<file path="config.mk">
export PLATFORM = sky130hd
export DESIGN_NAME = tree_termination_node
export DESIGN_NICKNAME = d
export VERILOG_FILES = /design/src/rtl/ttn_pkg.sv /design/src/rtl/ttn_topo.sv /design/src/rtl/ttn_step.sv /design/src/rtl/ttn_outbuf.sv /design/src/rtl/tree_termination_node.sv
export SDC_FILE = /design/constraint.sdc
export NUM_CORES = 1
export LEC_CHECK = 0
export BUFFER_PORTS_ARGS = -buffer_cell sky130_fd_sc_hd__buf_4
export CORE_MARGIN = 4
export CORE_UTILIZATION = 45
export CTS_CLUSTER_SIZE = 10
export DETAILED_ROUTE_END_ITERATION = 6
export HOLD_SLACK_MARGIN = 0.08
export MAX_ROUTING_LAYER = met4
export PLACE_DENSITY = 0.83
export SYNTH_ARGS = -nofsm -noshare
export SYNTH_HDL_FRONTEND = slang
export SYNTH_HIERARCHICAL = 1
export SYNTH_SLANG_ARGS = --single-unit
</file>
<file path="constraint.sdc">
create_clock -name aclk -period 4.49 [get_ports aclk]
set_input_delay 0.449 -clock aclk [delete_from_list [all_inputs] [get_ports aclk]]
set_output_delay 0.449 -clock aclk [all_outputs]
set_load 0.02 [all_outputs]
</file>
<file path="src/rtl/ttn_pkg.sv">
package ttn_pkg;

    // Default cap on the node count
    localparam int unsigned MAX_NODES_DEF = 256;

    localparam int unsigned ID_W    = 8;
    localparam int unsigned COUNT_W = 9;
    localparam int unsigned PHASE_W = 3;
    // Child numbers reach 2*255 + 1 + 2 before the range check
    localparam int unsigned KID_W   = 10;

    // Phase codes
    localparam logic [PHASE_W-1:0] PH_INIT = 3'd0;
    localparam logic [PHASE_W-1:0] PH_ONE  = 3'd1;
    localparam logic [PHASE_W-1:0] PH_ALL  = 3'd2;
    localparam logic [PHASE_W-1:0] PH_SENT = 3'd3;
    localparam logic [PHASE_W-1:0] PH_DONE = 3'd4;

    // Input opcodes
    localparam logic OP_READY = 1'b0;
    localparam logic OP_OK    = 1'b1;

    // Register indexes (paddr[2])
    localparam logic REG_NODE_ID    = 1'b0;
    localparam logic REG_NODE_COUNT = 1'b1;

    typedef struct packed {
        logic            opcode;
        logic [ID_W-1:0] from_node;
    } in_word_t;

    typedef struct packed {
        logic               send_valid;
        logic [ID_W-1:0]    send_dest;
        logic [PHASE_W-1:0] phase_now;
        logic               last;
    } out_word_t;

    // Tree neighborhood of this node
    typedef struct packed {
        logic             has_par;
        logic [ID_W-1:0]  par;
        logic [1:0]       nk;
        logic [KID_W-1:0] kid0;
        logic [KID_W-1:0] kid1;
    } topo_t;

    // Results produced for one item
    typedef struct packed {
        logic      two;
        out_word_t w0;
        out_word_t w1;
    } step_res_t;

endpackage

</file>
<file path="src/rtl/ttn_topo.sv">
module ttn_topo #(
    parameter int unsigned MAX_NODES = ttn_pkg::MAX_NODES_DEF
) (
    input  logic [ttn_pkg::ID_W-1:0]    node_id,
    input  logic [ttn_pkg::COUNT_W-1:0] node_count,
    output ttn_pkg::topo_t              topo
);

    // node_count can never exceed its own range, so a larger cap is a no-op
    localparam int unsigned CNT_MAX = (1 << ttn_pkg::COUNT_W) - 1;
    localparam logic [ttn_pkg::COUNT_W-1:0] CAP =
        (MAX_NODES > CNT_MAX) ? ttn_pkg::COUNT_W'(CNT_MAX)
                              : ttn_pkg::COUNT_W'(MAX_NODES);

    logic [ttn_pkg::COUNT_W-1:0] lim;
    logic [ttn_pkg::KID_W-1:0]   id_x;
    logic [ttn_pkg::KID_W-1:0]   left;
    logic [ttn_pkg::KID_W-1:0]   right;
    logic [ttn_pkg::KID_W-1:0]   lim_x;
    logic                        left_ok;
    logic                        right_ok;
    logic [ttn_pkg::ID_W-1:0]    half;

    always_comb begin
        lim  = (node_count > CAP) ? CAP : node_count;
        id_x = ttn_pkg::KID_W'(node_id);
        if (node_id == '0) begin
            left  = ttn_pkg::KID_W'(1);
            right = ttn_pkg::KID_W'(2);
        end else begin
            left  = (id_x << 1) + ttn_pkg::KID_W'(node_id[0]);
            right = (id_x << 1) + ttn_pkg::KID_W'(2) + ttn_pkg::KID_W'(node_id[0]);
        end
        lim_x    = ttn_pkg::KID_W'(lim);
        left_ok  = left < lim_x;
        right_ok = right < lim_x;

        // parent: n/2, one lower when parities differ; node 1 hangs off the root
        half = node_id >> 1;
        if (half[0] != node_id[0]) begin
            half = half - ttn_pkg::ID_W'(1);
        end

        topo.has_par = (node_id != '0);
        topo.par     = (node_id == ttn_pkg::ID_W'(1)) ? '0 : half;
        topo.nk      = {1'b0, left_ok} + {1'b0, right_ok};
        topo.kid0    = left;
        topo.kid1    = right;
    end

endmodule

</file>
<file path="src/rtl/ttn_step.sv">
module ttn_step (
    input  ttn_pkg::in_word_t             item,
    input  ttn_pkg::topo_t                topo,
    input  logic [ttn_pkg::PHASE_W-1:0]   phase,
    output logic [ttn_pkg::PHASE_W-1:0]   phase_next,
    output ttn_pkg::step_res_t            res
);

    logic up;
    logic down;
    logic is_kid;

    always_comb begin
        up         = 1'b0;
        down       = 1'b0;
        phase_next = phase;
        is_kid = ((topo.nk != 2'd0) &&
                  (topo.kid0 == ttn_pkg::KID_W'(item.from_node))) ||
                 ((topo.nk == 2'd2) &&
                  (topo.kid1 == ttn_pkg::KID_W'(item.from_node)));

        if (item.opcode == ttn_pkg::OP_READY) begin
            if (topo.nk == 2'd0 && phase == ttn_pkg::PH_INIT) begin
                // leaf reports up; a lone root just finishes
                up         = topo.has_par;
                phase_next = topo.has_par ? ttn_pkg::PH_SENT : ttn_pkg::PH_DONE;
            end else if (phase == ttn_pkg::PH_ALL) begin
                up         = topo.has_par;
                down       = !topo.has_par;
                phase_next = topo.has_par ? ttn_pkg::PH_SENT : ttn_pkg::PH_DONE;
            end
        end else begin
            case (phase)
                ttn_pkg::PH_INIT: begin
                    if (is_kid) begin
                        phase_next = (topo.nk == 2'd1) ? ttn_pkg::PH_ALL : ttn_pkg::PH_ONE;
                    end
                end
                ttn_pkg::PH_ONE: begin
                    if (is_kid) begin
                        phase_next = ttn_pkg::PH_ALL;
                    end
                end
                ttn_pkg::PH_SENT: begin
                    if (topo.has_par && item.from_node == topo.par) begin
                        down       = 1'b1;
                        phase_next = ttn_pkg::PH_DONE;
                    end
                end
                default: begin
                end
            endcase
        end

        res.two           = 1'b0;
        res.w0.send_valid = 1'b0;
        res.w0.send_dest  = '0;
        res.w0.phase_now  = phase_next;
        res.w0.last       = 1'b1;
        res.w1.send_valid = 1'b1;
        res.w1.send_dest  = topo.kid1[ttn_pkg::ID_W-1:0];
        res.w1.phase_now  = phase_next;
        res.w1.last       = 1'b1;

        if (up) begin
            res.w0.send_valid = 1'b1;
            res.w0.send_dest  = topo.par;
        end else if (down && topo.nk != 2'd0) begin
            res.w0.send_valid = 1'b1;
            res.w0.send_dest  = topo.kid0[ttn_pkg::ID_W-1:0];
            res.w0.last       = (topo.nk == 2'd1);
            res.two           = (topo.nk == 2'd2);
        end
    end

endmodule

</file>
<file path="src/rtl/ttn_outbuf.sv">
module ttn_outbuf (
    input  logic                aclk,
    input  logic                aresetn,
    input  logic                push,
    input  ttn_pkg::step_res_t  res,
    output logic                can_push,
    output logic                m_valid,
    input  logic                m_ready,
    output ttn_pkg::out_word_t  m_word
);

    logic [1:0]         cnt_reg, cnt_next;
    ttn_pkg::out_word_t head_reg, head_next;
    ttn_pkg::out_word_t tail_reg, tail_next;

    assign m_valid  = (cnt_reg != 2'd0);
    assign m_word   = head_reg;
    assign can_push = (cnt_reg == 2'd0) || (cnt_reg == 2'd1 && m_ready);

    always_comb begin
        cnt_next  = cnt_reg;
        head_next = head_reg;
        tail_next = tail_reg;
        if (push) begin
            head_next = res.w0;
            tail_next = res.w1;
            cnt_next  = res.two ? 2'd2 : 2'd1;
        end else if (m_valid && m_ready) begin
            head_next = tail_reg;
            cnt_next  = cnt_reg - 2'd1;
        end
    end

    always_ff @(posedge aclk) begin
        if (!aresetn) begin
            cnt_reg <= 2'd0;
        end else begin
            cnt_reg <= cnt_next;
        end
        head_reg <= head_next;
        tail_reg <= tail_next;
    end

endmodule

</file>
<file path="src/rtl/tree_termination_node.sv">
// tree_termination_node: one node of a binary-tree termination handshake.
//
// Config (APB, pready tied high): 0x0 node_id, 0x4 node_count. Write only
// while the node is idle. Topology (parent, up to two children) follows
// from these two registers combinationally.
// Input channel s_valid/s_ready/s_word: a local ready request or an OK
// received from from_node. Output channel m_valid/m_ready/m_word: one or two
// words per item, last set on the final one.
// Input accept to first output word: input register, then one pass of
// phase/route logic into the output buffer. Throughput: one item per cycle
// while m_ready is high; an item that fans OK out to two children holds the
// output buffer until both words leave, set by its single read port.
// Reset (aresetn low, synchronous): phase back to init, node_id 0,
// node_count 1, both stages emptied.
// Receiver stall: the output buffer holds its words; the input register
// keeps one more item, then s_ready drops until the buffer drains.
module tree_termination_node #(
    parameter int unsigned MAX_NODES = ttn_pkg::MAX_NODES_DEF
) (
    input  logic                aclk,
    input  logic                aresetn,
    // config port
    input  logic                psel,
    input  logic                penable,
    input  logic                pwrite,
    input  logic [2:0]          paddr,
    input  logic [31:0]         pwdata,
    output logic [31:0]         prdata,
    output logic                pready,
    // item input
    input  logic                s_valid,
    output logic                s_ready,
    input  ttn_pkg::in_word_t   s_word,
    // result output
    output logic                m_valid,
    input  logic                m_ready,
    output ttn_pkg::out_word_t  m_word
);

    logic [ttn_pkg::ID_W-1:0]    node_id_reg;
    logic [ttn_pkg::COUNT_W-1:0] node_count_reg;
    logic [ttn_pkg::PHASE_W-1:0] phase_reg;
    logic [ttn_pkg::PHASE_W-1:0] phase_next;
    ttn_pkg::in_word_t           in_reg;
    logic                        in_valid_reg;

    ttn_pkg::topo_t     topo;
    ttn_pkg::step_res_t res;
    logic               can_push;
    logic               advance;
    logic               cfg_wr;

    // ---------------- config registers ----------------
    assign pready = 1'b1;
    assign cfg_wr = psel && penable && pwrite;

    always_comb begin
        case (paddr[2])
            ttn_pkg::REG_NODE_ID:    prdata = 32'(node_id_reg);
            ttn_pkg::REG_NODE_COUNT: prdata = 32'(node_count_reg);
            default:                 prdata = '0;
        endcase
    end

    always_ff @(posedge aclk) begin
        if (!aresetn) begin
            node_id_reg    <= '0;
            node_count_reg <= ttn_pkg::COUNT_W'(1);
        end else if (cfg_wr) begin
            if (paddr[2] == ttn_pkg::REG_NODE_ID) begin
                node_id_reg <= pwdata[ttn_pkg::ID_W-1:0];
            end else begin
                node_count_reg <= pwdata[ttn_pkg::COUNT_W-1:0];
            end
        end
    end

    // ---------------- input register ----------------
    // the held item moves on whenever the output buffer can take its words
    assign advance = in_valid_reg && can_push;
    assign s_ready = !in_valid_reg || can_push;

    always_ff @(posedge aclk) begin
        if (!aresetn) begin
            in_valid_reg <= 1'b0;
            phase_reg    <= ttn_pkg::PH_INIT;
        end else begin
            if (s_valid && s_ready) begin
                in_valid_reg <= 1'b1;
            end else if (advance) begin
                in_valid_reg <= 1'b0;
            end
            if (advance) begin
                phase_reg <= phase_next;
            end
        end
        if (s_valid && s_ready) begin
            in_reg <= s_word;
        end
    end

    // ---------------- tree neighborhood and phase logic ----------------
    ttn_topo #(
        .MAX_NODES (MAX_NODES)
    ) u_topo (
        .node_id    (node_id_reg),
        .node_count (node_count_reg),
        .topo       (topo)
    );

    ttn_step u_step (
        .item       (in_reg),
        .topo       (topo),
        .phase      (phase_reg),
        .phase_next (phase_next),
        .res        (res)
    );

    // ---------------- output buffer (one or two words) ----------------
    ttn_outbuf u_outbuf (
        .aclk     (aclk),
        .aresetn  (aresetn),
        .push     (advance),
        .res      (res),
        .can_push (can_push),
        .m_valid  (m_valid),
        .m_ready  (m_ready),
        .m_word   (m_word)
    );

`ifndef SYNTHESIS
    // phase never leaves the five defined codes
    a_phase_range: assert property (@(posedge aclk) disable iff (!aresetn)
        phase_reg <= ttn_pkg::PH_DONE)
        else $error("phase out of range");

    // terminated is final until reset
    a_done_sticky: assert property (@(posedge aclk) disable iff (!aresetn)
        phase_reg == ttn_pkg::PH_DONE |=> phase_reg == ttn_pkg::PH_DONE)
        else $error("left terminated phase");

    // a non-final word only occurs in a fan-out to two children
    a_first_of_two: assert property (@(posedge aclk) disable iff (!aresetn)
        m_valid && !m_word.last |->
            m_word.send_valid && m_word.phase_now == ttn_pkg::PH_DONE)
        else $error("bad first word of a pair");

    // an empty result is always the only word of its item
    a_empty_last: assert property (@(posedge aclk) disable iff (!aresetn)
        m_valid && !m_word.send_valid |-> m_word.last && m_word.send_dest == '0)
        else $error("empty result not last");
`endif

endmodule
</file>
# Word-level counts from Yosys, hierarchy flattened
# Cells that the tools add are included.
# word_totals
reg_bits	56
output_inout_bits	48
word_cells	96
# classes
n_addsub	6
magnitude_cmp	3
n_eq_ne	11
mux	35
n_bitwise	1
n_reduce_logical	27
# op_table
operator	n
one-hot mux 32 bit (2 select lines)	1
two-way mux 10 bit	3
two-way mux 13 bit	2
two-way mux 3 bit	7
equality test 10 x 8 -> 1 bit	2
< comparator 10 x 9 -> 1 bit	2
two-way mux 9 bit	2
two-way mux 8 bit	2
two-way mux 1 bit	13
logical AND 1 bit	11
adder 10 x 1 -> 10 bit	1
adder 9 x 1 -> 10 bit	1
adder 9 x 2 -> 10 bit (second input constant)	1
greater-than comparator 9 bit (second input constant)	1
one-hot mux 3 bit (3 select lines)	1
equality test 8 x 1 -> 1 bit (second input constant)	1
equality test 8 bit	1
zero test 8 bit	1
two-way mux 2 bit	4
nonzero test 2 bit	4
nonzero test 8 bit	1
subtractor 7 x 1 -> 8 bit (second input constant)	1
equality test 3 x 2 -> 1 bit (second input constant)	2
equality test 2 x 1 -> 1 bit (second input constant)	2
11 further kinds	16

# Depth between registers and ports, before layout
# Gate-level depths: netlist of the first run.
# logic_depth
word_depth	14
ltp_mapped	19
ltp_nobuf	18

# Hierarchy
# The synthesis of the first run kept the hierarchy.
# by_module_without_submodules
module	n_inst	cells_per_inst	area_each_um2	seq_area_each_um2
tree_termination_node	1	132	1428.9	690.7
ttn_outbuf	1	60	1088.5	820.8
ttn_topo	1	125	865.8	0.0
ttn_step	1	102	757.0	0.0

# Worst setup path before layout of the first run
# No wires, ideal clock.
# synth_timing
path_type	flip-flop to flip-flop
start	register node_id_reg[3] in the netlist's numbering
end	register u_outbuf.head_reg (netlist bit u_outbuf/m_word[1]) (data pin)
setup_ps	260
arrival_ps	4140
t_required_ps	4230
slack_ps	91
path_stages_with_launch	18
n_path_buf	3
synth_period_minus_slack_ps	4399
cell_sequence	dfxtp_1 > clkbuf_1 > nor2_1 > and3_1 > buf_6 > nor2_1 > inv_1 > ha_1 > a211o_1 > a2111oi_2 > ha_1 > or4b_1 > nor4_2 > and3_1 > a2111oi_1 > or3_1 > buf_4 > mux2_2
# synth_lines
element	line_no	rtl
from (decl)	tree_termination_node.sv:40	logic [ttn_pkg::ID_W-1:0] node_id_reg;
from (signal assigned)	tree_termination_node.sv:71	node_id_reg <= pwdata[ttn_pkg::ID_W-1:0];
to (signal assigned)	ttn_outbuf.sv:40	head_reg <= head_next;
to (decl)	ttn_outbuf.sv:13	ttn_pkg::out_word_t head_reg, head_next;

==> results.sh, run 1 <==
export IMPL_ys_ff_latch=58
export IMPL_synth_cell_types=62
export IMPL_layout_commonest_cell="buf_4"
export IMPL_ys_warn_count=6
export IMPL_cts_path_max_buffers=2
export IMPL_synthMuxAreaShare=0.0982
export IMPL_synth_ff_type="edfxtp_1"
export IMPL_antenna_found_initial=0
export IMPL_cts_root_buf="clkbuf_8"
export IMPL_wl_um=8820
export IMPL_switchingPower_uw=458
export IMPL_drt_iter0_drc=163
export IMPL_crit_top_cell="ha_1"
export IMPL_synth_xor_area_frac=0.0783
export IMPL_dieArea_um2=10800
export IMPL_cts_made_buffers=9
export IMPL_final_cell_mix="buf_4 (75), nand2_1 (50), edfxtp_1 (35), conb_1 (27), ha_1 (24)"
export IMPL_cp_cell_sequence="buf_4 -> ha_1 -> nand4_1 -> nor2_2 -> xor2_1 -> ha_1 -> a32o_1 -> a2111oi_4 -> ha_1 -> or4b_4 -> nor4_4 -> and3_1 -> a2111oi_1 -> or3_1 -> mux2_2"
export IMPL_max_freq_ghz=0.228
export IMPL_slew_headroom=0.508
export IMPL_hold_viol=0
export IMPL_htree_levels=3
export IMPL_die_height_um=104
export IMPL_wl_per_cell_um=15.4
export IMPL_numClockSinks=58
export IMPL_status="finished, final reports clean"
export IMPL_core_um2=8850
export IMPL_synth_edf_count=35
export IMPL_postRouteAntennaNets=0
export IMPL_firstDrtPassIters=5
export IMPL_tightest_slew_ps=738
export IMPL_hold_class="primary input to flip-flop"
export IMPL_max_vdd_ir_drop_mv=0.157
export IMPL_drive_gt1_frac=0.279
export IMPL_drc_errors=0
export IMPL_clkLatencyLatePin_ps=340
export IMPL_die_w_um=104
export IMPL_cp_max_fo=5
export IMPL_intPower_mw=1.11
export IMPL_criticalPathCategory="flip-flop to flip-flop"
export IMPL_synth_top_family_by_area="simple AND/OR/NAND/NOR gates"
export IMPL_clkTransAtPathRegs_ps=70
export IMPL_fin_setup_tns_ps=0
export IMPL_via_per_inst=5.30
export IMPL_async_flop_share=0
export IMPL_setup_viol=0
export IMPL_start_kind="flip-flop"
export IMPL_cts_hold_buffers=0
export IMPL_slowest_stage="or4b_4"
export IMPL_clockPowerShare=0.327
export IMPL_grt_ovfl_total=0
export IMPL_min_period_ps=4380
export IMPL_initial_core_util=0.468
export IMPL_swShare=0.293
export IMPL_hp_start="s_word[2]"
export IMPL_insertedDiodeCount=0
export IMPL_slowest_delay_ps=560
export IMPL_synth_adder_area_share=0.0725
export IMPL_synth_simple_gate_area_frac=0.175
export IMPL_rows=34
export IMPL_cp_data_required_time_ps=4580
export IMPL_final_max_slew_viol_count=0
export IMPL_cp_end_kind="flip-flop"
export IMPL_p_per_area_nw_per_um2=332
export IMPL_cp_num_buf_inv=1
export IMPL_combPwrFrac=0.257
export IMPL_cts_tree="done"
export IMPL_syn2layout_area_growth_pct=13.8
export IMPL_dp_hpwl_um=6700
export IMPL_arrival_ps=4480
export IMPL_layout_nets=536
export IMPL_startpoint="node_id_reg[1]"
export IMPL_synth_compound_area_frac=0.0822
export IMPL_r2r_start="node_id_reg[1]"
export IMPL_portBuffers=49
export IMPL_fill_cells=795
export IMPL_vias=3040
export IMPL_num_io_pins=99
export IMPL_finalCritPeriodShare=0.976
export IMPL_place_ws_ps=-13.2
export IMPL_clock_skew_final_ps=10.8
export IMPL_grt_first_pass_wirelength_um=14600
export IMPL_syn_area_um2=4140
export IMPL_r2r_slack_ps=110
export IMPL_fin_ws_ps=107
export IMPL_grt_pass1_vias=3073
export IMPL_seq_area_frac_synth=0.365
export IMPL_grt_start_max_net_pins=34
export IMPL_cpLargestDelayFamily="simple AND/OR/NAND/NOR gates"
export IMPL_leakage_nw=2.10
export IMPL_grt_total_usage=0.170
export IMPL_syn_avg_cell_area_um2=9.88
export IMPL_pwr_share_seq=0.416
export IMPL_place_gp_congestion=0.950
export IMPL_syn_inst=419
export IMPL_maxCapViolations=0
[worst paths after layout]
path	cells after the start	end
setup reg to reg	15	u_outbuf/m_word[1]
setup / recovery	15	u_outbuf/m_word[1]
hold reg to reg	2	node_count_reg[2]
hold / removal	1	in_reg[2]
[through the flow]
stage	instances	total power, mW	utilization	hold slack (ps)	cell area [um2]
after floorplan	442	0.950	-	444	4230
after global placement	555	1.03	0.502	460	4440
after detailed placement	555	1.05	0.502	472	4440
after CTS	571	1.56	0.525	264	4650
after global routing	574	1.65	0.532	255	4710
final	574	1.56	0.532	285	4710
[cell families after synthesis]
family,count (synthesis)
simple gates,132
buf+inv,81
flops,58
compound gates,45
mux,38
xor+xnor,37
fa+ha+maj,24
other cells,4
[metal layers]
layer / global-route usage / part of all wire / wire [um] / vias up
li1: - / - / - / 1474
met1: 0.196 / 0.43 / 3780 / 1447
met2: 0.276 / 0.48 / 4260 / 97
met3: 0.0509 / 0.056 / 492 / 22
met4: 0.0703 / 0.032 / 284 / 0
met5: - / 0 / 0 / -
[area by class of cell]
class / instances / area (um2) / area share
clock buffer: 9 / 124 / 0.0263
clock inverter: 7 / 83.8 / 0.0178
inverter: 14 / 55.1 / 0.0117
multi-input combinational: 303 / 2230 / 0.474
sequential: 58 / 1520 / 0.322
tap: 108 / 135 / 0.0287
timing repair buffer: 75 / 563 / 0.120
[timing repair]
action | 4_1_cts | 5_1_grt
buffers inserted | 0 | 3
pin swaps | 0 | 7
setup endpoints to repair | 1 | 2
cloned | 0 | 0
hold endpoints to repair | 0 | 0
gates resized for setup | 2 | 9
[synthesized netlist by cell type, types with 2 or more instances]
cell type / instances / area, um2
a211o_1: 2 / 17.5
a21boi_0: 4 / 30.0
a21o_1: 5 / 37.5
a21oi_1: 6 / 30.0
a22o_1: 8 / 70.1
a31oi_1: 4 / 25.0
and2_1: 3 / 18.8
and3_1: 8 / 50.1
and3_2: 2 / 15.0
and4_1: 2 / 17.5
buf_2: 5 / 25.0
buf_4: 45 / 338
buf_6: 5 / 56.3
clkbuf_1: 11 / 41.3
conb_1: 4 / 15.0
dfxtp_1: 23 / 460
edfxtp_1: 35 / 1050
ha_1: 24 / 300
inv_1: 12 / 45.0
mux2_2: 21 / 236
mux2i_1: 17 / 170
nand2_1: 50 / 188
nand2b_1: 2 / 12.5
nand3_1: 4 / 20.0
nand4_1: 3 / 18.8
nor2_1: 24 / 90.1
nor2b_1: 4 / 25.0
nor3_1: 8 / 40.0
nor4_1: 3 / 18.8
nor4_4: 2 / 42.5
nor4b_1: 2 / 17.5
o21a_1: 4 / 30.0
o21ai_1: 2 / 10.0
or3_1: 2 / 12.5
xnor2_1: 16 / 140
xor2_1: 21 / 184
[power groups by stage]
stage	combinational, mW	clock [mW]	sequential [mW]
after floorplan	0.267	0	0.683
after global placement	0.372	0	0.661
after detailed placement	0.382	0	0.663
after CTS	0.386	0.525	0.652
after global routing	0.439	0.552	0.656
final	0.402	0.511	0.651
(Power assumes the default switching activity.)
==> run 2: changes to the inputs <==
--- a/config.mk
+++ b/config.mk
@@ -6,10 +6,12 @@
 export NUM_CORES = 1
 export LEC_CHECK = 0
 export BUFFER_PORTS_ARGS = -buffer_cell sky130_fd_sc_hd__buf_4
+export CORE_ASPECT_RATIO = 1.25
 export CORE_MARGIN = 4
 export CORE_UTILIZATION = 45
 export CTS_CLUSTER_SIZE = 10
 export DETAILED_ROUTE_END_ITERATION = 6
+export GPL_TIMING_DRIVEN = 0
 export HOLD_SLACK_MARGIN = 0.08
 export MAX_ROUTING_LAYER = met4
 export PLACE_DENSITY = 0.83
==> results.sh, run 2 (synthesis results as in run 1) <==
export IMPL_grt_pass1_vias=3086
export IMPL_fin_area_um2=5360
export IMPL_clkLatencyLatePin_ps=350
export IMPL_wl_per_cell_um=15.4
export IMPL_dieArea_um2=10800
export IMPL_cts_tree="done"
export IMPL_wl_um=9990
export IMPL_cts_path_max_buffers=2
export IMPL_clkTransAtPathRegs_ps=70
export IMPL_final_max_slew_viol_count=0
export IMPL_numClockSinks=58
export IMPL_grt_total_usage=0.183
export IMPL_grt_ovfl_total=0
export IMPL_clock_skew_final_ps=12.5
export IMPL_layout_nets=599
export IMPL_initial_core_util=0.468
export IMPL_r2r_slack_ps=80
export IMPL_cp_end_kind="flip-flop"
export IMPL_drc_errors=0
export IMPL_max_freq_ghz=0.227
export IMPL_start_kind="flip-flop"
export IMPL_final_util=0.606
export IMPL_setup_viol=0
export IMPL_hold_viol=0
export IMPL_finalCritPeriodShare=0.981
export IMPL_cp_max_fo=7
export IMPL_layout_commonest_cell="buf_4"
export IMPL_dp_hpwl_um=7300
export IMPL_die_w_um=93.8
export IMPL_cts_made_buffers=9
export IMPL_cts_root_buf="clkbuf_8"
export IMPL_place_ws_ps=-595
export IMPL_htree_levels=3
export IMPL_firstDrtPassIters=4
export IMPL_leakage_nw=2.42
export IMPL_grt_first_pass_wirelength_um=14900
export IMPL_tightest_slew_ps=857
export IMPL_criticalPathCategory="flip-flop to flip-flop"
export IMPL_via_per_inst=5.01
export IMPL_holdWs_ps=280
export IMPL_core_um2=8840
export IMPL_antenna_found_initial=0
export IMPL_slew_headroom=0.424
export IMPL_p_per_area_nw_per_um2=305
export IMPL_max_vdd_ir_drop_mv=0.215
export IMPL_cp_data_required_time_ps=4730
export IMPL_rows=38
export IMPL_arrival_ps=4650
export IMPL_insertedDiodeCount=0
export IMPL_hold_class="primary input to flip-flop"
export IMPL_drt_iter0_drc=177
export IMPL_num_io_pins=99
export IMPL_place_gp_congestion=0.939
export IMPL_portBuffers=49
export IMPL_status="finished, final reports clean"
export IMPL_fill_cells=761
export IMPL_final_cell_mix="buf_4 (117), nand2_1 (50), edfxtp_1 (35), conb_1 (27), mux2_2 (21)"
export IMPL_fin_setup_tns_ps=0
export IMPL_min_period_ps=4410
export IMPL_drive_gt1_frac=0.395
export IMPL_postRouteAntennaNets=0
export IMPL_placed_area_um2=4740
export IMPL_maxCapViolations=0
export IMPL_die_height_um=115
export IMPL_syn2layout_area_growth_pct=29.4
export IMPL_grt_start_max_net_pins=15
export IMPL_fin_ws_ps=83.9
export IMPL_vias=3251
==> run 2: changes by cell type in the layout (fill, tap and decap cells not counted), sizes merged <==
cell	previous run	this run
buf	75	128
clkbuf	9	19
==> run 2: final timing paths <==
path / from / to / depth (start not counted)
max: node_id_reg[6] / phase_reg[0] / 20
min: s_word[6] / in_reg[6] / 1
max reg2reg: node_id_reg[6] / phase_reg[0] / 20
min reg2reg: node_count_reg[2] / node_count_reg[2] / 2
==> run 2: power by group <==
group	leakage, nW	internal, mW	switching (mW)
Combinational	1.79	0.215	0.246
Clock	0.102	0.306	0.216
Sequential	0.526	0.623	0.0263
Total	2.42	1.14	0.488
==> run 2: metrics by stage <==
step	power, mW	instances
final	1.63	649
after global routing	1.70	649
after floorplan	0.950	442
after global placement	1.05	611
after CTS	1.60	634
after detailed placement	1.06	611
==> run 2: critical path: stages (launching register included) <==
cell       delay (ps)
dfxtp_2           340
buf_8             120
nor4_4            220
and3_1            210
buf_6             170
inv_8              40
and2_4            170
ha_4              250
nand4_1           110
nor3_2            260
a2111oi_4         120
ha_4              290
buf_6             100
nor2_4             50
or4_4             540
nor4_4            310
a2111oi_2         130
or3_4             400
buf_4             150
and3_1            150
o21a_1            170
==> run 2: layout make-up <==
type	instances	area, um2	area share
multi-input combinational	303	2390	0.446
inverter	14	62.6	0.0117
clock inverter	7	83.8	0.0156
sequential	58	1530	0.286
buffer	63	448	0.0836
tap	120	150	0.0280
timing repair buffer	75	564	0.105
clock buffer	9	124	0.0231
==> run 2: per-layer routing <==
| metal | GRT usage | vias up | part of all wire |
|---|---|---|---|
| li1 | - | 1599 | - |
| met1 | 0.208 | 1515 | 0.40 |
| met2 | 0.316 | 116 | 0.53 |
| met3 | 0.0386 | 21 | 0.052 |
| met4 | 0.0703 | 0 | 0.019 |
| met5 | - | - | 0 |
==> run 2: what timing repair did <==
action,4_1_cts,5_1_grt
pin swaps,9,18
setup buffers,8,18
gates resized for setup,23,41
gates cloned,0,0
setup endpoints to repair,14,3
hold buffers,0,0
